$ cat config.mk
export PLATFORM = sky130hd
export DESIGN_NAME = fm_tuner_preset_table_unit
export DESIGN_NICKNAME = d
export VERILOG_FILES = /design/src/rtl/ftpt_pkg.sv /design/src/rtl/ftpt_ram.sv /design/src/rtl/fm_tuner_preset_table_unit.sv
export SDC_FILE = /design/constraint.sdc
export NUM_CORES = 2
export LEC_CHECK = 0
export BUFFER_PORTS_ARGS = -buffer_cell sky130_fd_sc_hd__buf_2
export CAP_MARGIN = 15
export CORE_ASPECT_RATIO = 1.2
export CORE_MARGIN = 2
export CORE_UTILIZATION = 40
export DETAILED_ROUTE_END_ITERATION = 8
export PLACE_DENSITY_LB_ADDON = 0.1
export SETUP_SLACK_MARGIN = 0.15
export SLEW_MARGIN = 5
export SYNTH_ARGS = -nofsm -noshare
export SYNTH_HDL_FRONTEND = slang
export SYNTH_HIERARCHICAL = 1
export SYNTH_SLANG_ARGS = --single-unit
$ cat constraint.sdc
create_clock -name clk -period 9.54 [get_ports clk]
set_input_delay 1.908 -clock clk [delete_from_list [all_inputs] [get_ports clk]]
set_output_delay 1.908 -clock clk [all_outputs]
set_load 0.005 [all_outputs]
$ cat src/rtl/ftpt_pkg.sv
// ----------------------------------------------------------------------------
// FM tuner preset table package
// Widths, reset values, codes and the retune rule shared by the block.
// ----------------------------------------------------------------------------
package ftpt_pkg;

	localparam int STATION_COUNT_DEF = 64;

	localparam int FREQ_W    = 16;
	localparam int STEP_W    = 10;
	localparam int MODE_W    = 3;
	localparam int IDX_W     = 6;
	localparam int DIV_W     = 14;
	localparam int SLOT_W    = 7;
	localparam int CFG_IDX_W = 2;
	localparam int CAND_W    = 18;
	localparam int PROD_W    = 30;

	localparam int DIV_MUL   = 10000;
	localparam int DIV_OFS   = 225000;
	localparam int DIV_SHIFT = 13;

	localparam logic [FREQ_W-1:0] EMPTY_FREQ   = 16'hFFFF;
	localparam logic [FREQ_W-1:0] FREQ_MIN_RST = 16'd8750;
	localparam logic [FREQ_W-1:0] FREQ_MAX_RST = 16'd10800;
	localparam logic [STEP_W-1:0] FREQ_STEP_RST = 10'd10;

	typedef enum logic [MODE_W-1:0] {
		MODE_SET     = 3'd0,
		MODE_STEP_UP = 3'd1,
		MODE_STEP_DN = 3'd2,
		MODE_SCAN_UP = 3'd3,
		MODE_SCAN_DN = 3'd4,
		MODE_LOAD    = 3'd5,
		MODE_STORE   = 3'd6,
		MODE_QUERY   = 3'd7
	} mode_t;

	typedef enum logic [CFG_IDX_W-1:0] {
		CFG_FREQ_MIN  = 2'd0,
		CFG_FREQ_MAX  = 2'd1,
		CFG_FREQ_STEP = 2'd2
	} cfg_reg_t;

	// above max wraps to min, then below min wraps to max
	function automatic logic [FREQ_W-1:0] retune_f(
		input logic signed [CAND_W-1:0] cand,
		input logic [FREQ_W-1:0] lo,
		input logic [FREQ_W-1:0] hi
	);
		logic signed [CAND_W-1:0] c;
		c = cand;
		if (c > $signed({2'b00, hi})) begin
			c = $signed({2'b00, lo});
		end
		if (c < $signed({2'b00, lo})) begin
			c = $signed({2'b00, hi});
		end
		return c[FREQ_W-1:0];
	endfunction

endpackage

$ cat src/rtl/ftpt_ram.sv
// ----------------------------------------------------------------------------
// FTPT generic RAM
// One write port, one read port, registered read data.
// ----------------------------------------------------------------------------
module ftpt_ram #(
	parameter int Width = 16,
	parameter int Depth = 64
) (
	input  logic                                   clk,
	input  logic                                   we,
	input  logic [((Depth > 1) ? $clog2(Depth) : 1)-1:0] waddr,
	input  logic [Width-1:0]                       wdata,
	input  logic [((Depth > 1) ? $clog2(Depth) : 1)-1:0] raddr,
	output logic [Width-1:0]                       rdata
);

	logic [Width-1:0] mem [Depth];

	always_ff @(posedge clk) begin
		if (we) begin
			mem[waddr] <= wdata;
		end
		rdata <= mem[raddr];
	end

endmodule

$ cat src/rtl/fm_tuner_preset_table_unit.sv
// One request at a time; throughput is set by the preset table walk, one entry
// per cycle through the single read port of the table RAM.
// Reset: limits 8750/10800, step 10, tuned frequency 8750; per-entry valid bits
// clear at once so every preset reads empty, with no clearing pass.
// ----------------------------------------------------------------------------
// FM tuner preset table unit
// Keeps the tuned frequency and a sorted preset table, reports PLL divider,
// retune flag and preset slot per request.
// ----------------------------------------------------------------------------
module fm_tuner_preset_table_unit #(
	parameter int StationCount = ftpt_pkg::STATION_COUNT_DEF
) (
	input  logic                              clk,
	input  logic                              arst_n,
	input  logic                              in_valid,
	output logic                              in_stall,
	input  logic [ftpt_pkg::MODE_W-1:0]       mode,
	input  logic [ftpt_pkg::FREQ_W-1:0]       freq_value,
	input  logic [ftpt_pkg::IDX_W-1:0]        station_index,
	output logic                              out_valid,
	input  logic                              out_stall,
	output logic                              tuner_write,
	output logic [ftpt_pkg::DIV_W-1:0]        tuning_divider,
	output logic [ftpt_pkg::FREQ_W-1:0]       current_freq,
	output logic [ftpt_pkg::SLOT_W-1:0]       station_number,
	input  logic                              cfg_valid,
	output logic                              cfg_ready,
	input  logic [ftpt_pkg::CFG_IDX_W-1:0]    cfg_index,
	input  logic [ftpt_pkg::FREQ_W-1:0]       cfg_data
);

	import ftpt_pkg::*;

	localparam int IW = (StationCount > 1) ? $clog2(StationCount) : 1;
	localparam int CW = $clog2(StationCount + 1);
	localparam logic [CW-1:0] CntEnd  = CW'(StationCount);
	localparam logic [IW-1:0] LastIdx = IW'(StationCount - 1);

	typedef enum logic [6:0] {
		ST_IDLE  = 7'b0000001,
		ST_EXEC  = 7'b0000010,
		ST_LOAD  = 7'b0000100,
		ST_WALK  = 7'b0001000,
		ST_SHIFT = 7'b0010000,
		ST_MUL   = 7'b0100000,
		ST_FIN   = 7'b1000000
	} state_t;

	typedef enum logic [1:0] {
		WK_SCAN = 2'd0,
		WK_FIND = 2'd1,
		WK_SLOT = 2'd2
	} walk_t;

	state_t                    state_q;
	walk_t                     walk_q;
	mode_t                     mode_q;
	logic [FREQ_W-1:0]         fval_q;
	logic [IDX_W-1:0]          idx_q;
	logic [FREQ_W-1:0]         freq_min_q;
	logic [FREQ_W-1:0]         freq_max_q;
	logic [STEP_W-1:0]         freq_step_q;
	logic [FREQ_W-1:0]         tuned_q;
	logic [StationCount-1:0]   valid_q;
	logic [CW-1:0]             cnt_q;
	logic                      rd_vld_s1;
	logic [IW-1:0]             rd_idx_s1;
	logic                      rd_vbit_s1;
	logic [FREQ_W-1:0]         found_q;
	logic [FREQ_W-1:0]         carry_q;
	logic                      del_q;
	logic                      wr_q;
	logic [SLOT_W-1:0]         slot_q;
	logic [PROD_W-1:0]         prod_q;
	logic                      out_valid_q;
	logic                      out_wr_q;
	logic [DIV_W-1:0]          out_div_q;
	logic [FREQ_W-1:0]         out_freq_q;
	logic [SLOT_W-1:0]         out_slot_q;

	logic [IW-1:0]             rd_addr;
	logic [FREQ_W-1:0]         rd_data;
	logic [FREQ_W-1:0]         rd_entry;
	logic                      issue;
	logic                      rd_last;
	logic                      walk_hit;
	logic                      walk_end;
	logic [FREQ_W-1:0]         found_nxt;
	logic                      ram_we;
	logic [IW-1:0]             ram_waddr;
	logic [FREQ_W-1:0]         ram_wdata;
	logic                      idx_ok;
	logic [PROD_W-1:0]         div_sum;
	logic                      shift_done;

	ftpt_ram #(
		.Width(FREQ_W),
		.Depth(StationCount)
	) u_table (
		.clk  (clk),
		.we   (ram_we),
		.waddr(ram_waddr),
		.wdata(ram_wdata),
		.raddr(rd_addr),
		.rdata(rd_data)
	);

	assign in_stall       = (state_q != ST_IDLE);
	assign cfg_ready      = 1'b1;
	assign out_valid      = out_valid_q;
	assign tuner_write    = out_wr_q;
	assign tuning_divider = out_div_q;
	assign current_freq   = out_freq_q;
	assign station_number = out_slot_q;

	assign rd_addr    = (state_q == ST_EXEC) ? IW'(idx_q) : cnt_q[IW-1:0];
	assign rd_entry   = rd_vbit_s1 ? rd_data : EMPTY_FREQ;
	assign issue      = ((state_q == ST_WALK) || (state_q == ST_SHIFT)) && (cnt_q != CntEnd);
	assign rd_last    = (rd_idx_s1 == LastIdx);
	assign walk_end   = (state_q == ST_WALK) && rd_vld_s1 && (walk_hit || rd_last);
	assign idx_ok     = (32'(idx_q) < StationCount);
	assign div_sum    = prod_q + PROD_W'(DIV_OFS);
	assign shift_done = (state_q == ST_SHIFT) && (cnt_q == CntEnd) && !rd_vld_s1;

	always_comb begin
		walk_hit  = 1'b0;
		found_nxt = found_q;
		if ((state_q == ST_WALK) && rd_vld_s1) begin
			unique case (walk_q)
				WK_SCAN: begin
					if (rd_entry != EMPTY_FREQ) begin
						if (mode_q == MODE_SCAN_UP) begin
							if (rd_entry > tuned_q) begin
								walk_hit  = 1'b1;
								found_nxt = rd_entry;
							end
						end else if (rd_entry < tuned_q) begin
							found_nxt = rd_entry;
						end else begin
							walk_hit = 1'b1;
						end
					end
				end
				WK_FIND: walk_hit = (rd_entry >= tuned_q);
				WK_SLOT: walk_hit = (rd_entry == tuned_q) && (tuned_q != EMPTY_FREQ);
				default: walk_hit = 1'b0;
			endcase
		end
	end

	// delete moves entry up by one slot, insert writes the carried value in place
	always_comb begin
		ram_we    = (state_q == ST_SHIFT) && rd_vld_s1;
		ram_waddr = del_q ? (rd_idx_s1 - 1'b1) : rd_idx_s1;
		ram_wdata = del_q ? rd_entry : carry_q;
	end

	always_ff @(posedge clk or negedge arst_n) begin
		if (!arst_n) begin
			state_q     <= ST_IDLE;
			walk_q      <= WK_SLOT;
			mode_q      <= MODE_QUERY;
			fval_q      <= '0;
			idx_q       <= '0;
			freq_min_q  <= FREQ_MIN_RST;
			freq_max_q  <= FREQ_MAX_RST;
			freq_step_q <= FREQ_STEP_RST;
			tuned_q     <= FREQ_MIN_RST;
			valid_q     <= '0;
			cnt_q       <= '0;
			rd_vld_s1   <= 1'b0;
			rd_idx_s1   <= '0;
			rd_vbit_s1  <= 1'b0;
			found_q     <= '0;
			carry_q     <= '0;
			del_q       <= 1'b0;
			wr_q        <= 1'b0;
			slot_q      <= '0;
			prod_q      <= '0;
			out_valid_q <= 1'b0;
			out_wr_q    <= 1'b0;
			out_div_q   <= '0;
			out_freq_q  <= '0;
			out_slot_q  <= '0;
		end else begin
			if (cfg_valid && cfg_ready) begin
				unique case (cfg_index)
					CFG_FREQ_MIN:  freq_min_q  <= cfg_data;
					CFG_FREQ_MAX:  freq_max_q  <= cfg_data;
					CFG_FREQ_STEP: freq_step_q <= cfg_data[STEP_W-1:0];
					default: ;
				endcase
			end

			rd_vbit_s1 <= valid_q[rd_addr];
			if (issue && !walk_end) begin
				rd_vld_s1 <= 1'b1;
				rd_idx_s1 <= cnt_q[IW-1:0];
				cnt_q     <= cnt_q + 1'b1;
			end else begin
				rd_vld_s1 <= 1'b0;
			end

			if (ram_we) begin
				valid_q[ram_waddr] <= 1'b1;
			end

			if (out_valid_q && !out_stall) begin
				out_valid_q <= 1'b0;
			end

			unique case (state_q)
				ST_IDLE: begin
					if (in_valid) begin
						mode_q  <= mode_t'(mode);
						fval_q  <= freq_value;
						idx_q   <= station_index;
						wr_q    <= 1'b0;
						state_q <= ST_EXEC;
					end
				end
				ST_EXEC: begin
					cnt_q   <= '0;
					walk_q  <= WK_SLOT;
					state_q <= ST_WALK;
					unique case (mode_q)
						MODE_SET: begin
							tuned_q <= retune_f($signed({2'b00, fval_q}), freq_min_q,
								freq_max_q);
							wr_q    <= 1'b1;
						end
						MODE_STEP_UP: begin
							tuned_q <= retune_f($signed({2'b00, tuned_q})
								+ $signed({8'b0, freq_step_q}), freq_min_q, freq_max_q);
							wr_q    <= 1'b1;
						end
						MODE_STEP_DN: begin
							tuned_q <= retune_f($signed({2'b00, tuned_q})
								- $signed({8'b0, freq_step_q}), freq_min_q, freq_max_q);
							wr_q    <= 1'b1;
						end
						MODE_SCAN_UP, MODE_SCAN_DN: begin
							found_q <= tuned_q;
							walk_q  <= WK_SCAN;
						end
						MODE_LOAD: begin
							if (idx_ok) begin
								state_q <= ST_LOAD;
							end
						end
						MODE_STORE: begin
							if (tuned_q != EMPTY_FREQ) begin
								walk_q <= WK_FIND;
							end
						end
						MODE_QUERY: ;
						default: ;
					endcase
				end
				ST_LOAD: begin
					if (rd_entry != EMPTY_FREQ) begin
						tuned_q <= retune_f($signed({2'b00, rd_entry}), freq_min_q,
							freq_max_q);
						wr_q    <= 1'b1;
					end
					cnt_q   <= '0;
					walk_q  <= WK_SLOT;
					state_q <= ST_WALK;
				end
				ST_WALK: begin
					if ((walk_q == WK_SCAN) && rd_vld_s1) begin
						found_q <= found_nxt;
					end
					if (walk_end) begin
						unique case (walk_q)
							WK_SCAN: begin
								tuned_q <= retune_f($signed({2'b00, found_nxt}), freq_min_q,
									freq_max_q);
								wr_q    <= 1'b1;
								cnt_q   <= '0;
								walk_q  <= WK_SLOT;
							end
							WK_FIND: begin
								if (walk_hit) begin
									del_q   <= (rd_entry == tuned_q);
									carry_q <= tuned_q;
									cnt_q   <= CW'(rd_idx_s1)
										+ ((rd_entry == tuned_q) ? CW'(1) : '0);
									state_q <= ST_SHIFT;
								end else begin
									cnt_q  <= '0;
									walk_q <= WK_SLOT;
								end
							end
							WK_SLOT: begin
								slot_q  <= walk_hit ? SLOT_W'({1'b0, rd_idx_s1} + 1'b1) : '0;
								state_q <= ST_MUL;
							end
							default: state_q <= ST_MUL;
						endcase
					end
				end
				ST_SHIFT: begin
					if (rd_vld_s1 && !del_q) begin
						carry_q <= rd_entry;
					end
					if (shift_done) begin
						if (del_q) begin
							valid_q[LastIdx] <= 1'b0;
						end
						cnt_q   <= '0;
						walk_q  <= WK_SLOT;
						state_q <= ST_WALK;
					end
				end
				ST_MUL: begin
					prod_q  <= PROD_W'(tuned_q) * PROD_W'(DIV_MUL);
					state_q <= ST_FIN;
				end
				ST_FIN: begin
					if (!out_valid_q || !out_stall) begin
						out_valid_q <= 1'b1;
						out_wr_q    <= wr_q;
						out_div_q   <= div_sum[DIV_SHIFT+DIV_W-1:DIV_SHIFT];
						out_freq_q  <= tuned_q;
						out_slot_q  <= slot_q;
						state_q     <= ST_IDLE;
					end
				end
				default: state_q <= ST_IDLE;
			endcase
		end
	end

endmodule

==> key figures <==
Outcome
  • Outcome: finished clean

Clock tree
  • Num Clock Sinks: 1313
  • Post-CTS Setup Inserts: 0
  • TritonCTS clock tree: yes
  • CTS resizes: 0
  • Root Buffer: clkbuf_16
  • H-tree depth: 4
  • Latest clock arrival within the worst-skew pair: 790 ps
  • Clock Tree Buf Depth: 3
  • CTS buffer count: 142
  • Clock transition at path regs: 70 ps
  • Hold buffer count at CTS: 0

Placement
  • Post-place setup slack: 1130 ps
  • RD Place Congestion: 0.958
  • Placed Area: 65300 sq um
  • Post-DP HPWL: 130000 microns
  • Number of buffers added on ports: 87

Power and ir drop
  • Worst VDD drop: 535 uV
  • Pwr dens: 341 nW/um^2
  • Leakage power: 28.2 nW

Setup path
  • CP peak stage delay: 880 ps
  • Most common cell on crit path: o21ai_0
  • Worst Path Required: 10180 ps
  • Arrival time at the worst endpoint: 9110 ps
  • Setup CP Type: flop to flop
  • Crit path max fanout: 25
  • Crit path capture type: flop
  • Crit start category: flop
  • Critical path's slowest cell: dfstp_2

Layout
  • Fin nets: 4842
  • Commonest non-fill, non-tap cell in the layout: edfxtp_1
  • Commonest cells after routing, fill and taps aside: edfxtp_1, nand2_1, ha_1, dfrtp_1, nor2_1
  • Area grow syn2layout: 12.7%
  • Finished Cell Area: 69900 sq um
  • Share of cells above drive strength 1: 19.2%

Timing
  • Rel. slew slack: 18.7%
  • Setup slack after layout: 1070 ps
  • F_max: 0.118 GHz
  • Hold_ws: 451 ps
  • Setup violators final: 0
  • Clk_skew: 21.7 ps
  • Final Hold Fails: 0
  • TNS Setup: 0 ps
  • Post-route clock period utilization: 88.7%
  • RSZ-0062 raised after global routing: false
  • Worst slew pin tran: 1220 ps
  • Final Max Slew Viols: 0
  • Fin crit period: 8470 ps

Global routing
  • First-pass GRT wire length: 278000 microns
  • Gr usage total: 24.4%
  • Largest net degree at the start of global routing: 100
  • Global route overflow: 0
  • Vias in the first global route: 38677
  • Initial antenna violation count: 1

Detailed routing
  • Wire per inst: 29.1 microns
  • DR vias/cell: 5.74
  • Remaining DRCs: 0
  • 1st-iter DRT viols: 2929
  • Via count: 37851
  • WL final: 192000 microns
  • 1st-pass router iterations: 6
  • Antenna Nets Post-Route: 0

Logic synthesis
  • Synth Instances: 4306
  • Largest family of logic cells by synthesized area: multiplexers
  • Ys async rst share: 20.8%
  • Mux cell area share after synthesis: 12.7%
  • Synth Area in Adders: 6.68%
  • Synth Area in XOR/XNOR: 1.09%
  • Netlist cell types: 100
  • Top_reg_cell synth: edfxtp_1
  • Mapped Area: 62000 sq um
  • Register area share after synthesis: 61.1%
  • Post-Syn Nets: 4663
  • EDFF count, synth: 1024
  • Synthesized flop and latch total: 1313
  • Complex-gate fraction of the synthesized area: 8.09%
  • Post-Synth Simple-Gate Area: 7.25%
  • Syn Area/Cell: 14.4 sq um
  • Warnings, synthesis: 6

Die
  • Overall die area: 158000 sq um
  • Row count: 158
  • CORE AREA: 154000 sq um
  • Die X-Extent: 364 microns
  • DIE HEIGHT: 435 microns
  • Initial Utilization: 40.2%
  • IO Count: 89

Run
  • Max-cap viol count: 0

Worst hold path
  • HP Class: flop to flop
## state kept, by name, indices dropped and copies added (netlist names), 2 cells and up
signal,cells
valid_q,64
walk_q,2
u_table/mem,1024
freq_min_q,16
tuning_divider,14
station_number,7
mode_q,3
tuned_q,16
u_table/rdata,16
freq_max_q,16
carry_q,16
found_q,16
current_freq,16
idx_q,6
state_q,7
fval_q,16
slot_q,7
freq_step_q,10
prod_q,22
cnt_q,7
rd_idx_s1,6
## metrics by stage
stage / power (mW) / std cells / util [%]
final: 23.8 / 6598 / 45.3
after detailed placement: 18.5 / 6339 / 42.4
after global routing: 25.5 / 6596 / 45.3
after CTS: 24.0 / 6594 / 45.3
after global placement: 18.5 / 6337 / 42.4
after floorplan: 15.0 / 4306 / -
## cell families after synthesis
| family | Yosys count |
|---|---|
| compound gates | 752 |
| other cells | 1 |
| xor+xnor | 77 |
| fa+ha+maj | 309 |
| mux | 488 |
| flops | 1313 |
| simple gates | 960 |
| buf+inv | 406 |
## synth_stat cells, types with 64 or more instances
master / n / share of area, %
a21o_1: 67 / 0.81
nor2_1: 244 / 1.5
mux2i_1: 140 / 2.3
nand3_1: 64 / 0.52
clkbuf_1: 117 / 0.71
mux4_2: 225 / 8.2
nand2_1: 360 / 2.2
a21oi_1: 155 / 1.3
a22oi_1: 64 / 0.77
inv_1: 195 / 1.2
dfrtp_1: 249 / 10
mux2_2: 115 / 2.1
edfxtp_1: 1024 / 50
o21ai_0: 171 / 1.4
ha_1: 272 / 5.5
## worst max-delay path, delay by kind of cell (launching register included)
family | cells | cell delay (ps)
XOR/XNOR | 1 | 440
buffers and inverters | 3 | 710
AO/OA/AOI/OAI | 14 | 4130
adder cells (fa/ha/maj) | 3 | 810
AND/OR/NAND/NOR | 4 | 1130
multiplexers | 1 | 220
flip-flops | 1 | 880
## cell type report
type                            instances  area, sq um
Multi-Input combinational cell       2587        22500
Fill cell                           13871        84300
Clock buffer                          186         3910
Timing Repair Buffer                  239         1630
Tap cell                             2000         2500
Clock inverter                         69          639
Inverter                              202          778
Sequential cell                      1313        37900
Antenna cell                            2         5.00
## routing by layer
layer / GRT usage, % / up-vias / part of all wire (%)
li1: - / 16847 / -
met1: 30.0 / 19529 / 40
met2: 42.2 / 1106 / 51
met3: 3.36 / 369 / 4.5
met4: 11.5 / 0 / 5.1
met5: 0 / - / 0
## path summary, 6_finish.rpt
check | slack (ps) | depth (start not counted) | to | startpoint
min in group asynchronous | 1040 | 1 | tuning_divider[10] | arst_n
setup reg to reg | 1070 | 26 | tuned_q[7] | tuned_q[1]
max in group asynchronous | 6660 | 3 | found_q[7] | arst_n
hold reg to reg | 450 | 1 | valid_q[51] | valid_q[51]
hold / removal | 450 | 1 | valid_q[51] | valid_q[51]
setup / recovery | 1070 | 26 | tuned_q[7] | tuned_q[1]
## power by group
| group | internal (mW) | switching (mW) |
|---|---|---|
| clock | 3.11 | 2.31 |
| combinational | 4.61 | 7.05 |
| sequential | 6.33 | 0.394 |
Power figures use the tool's default switching activity.
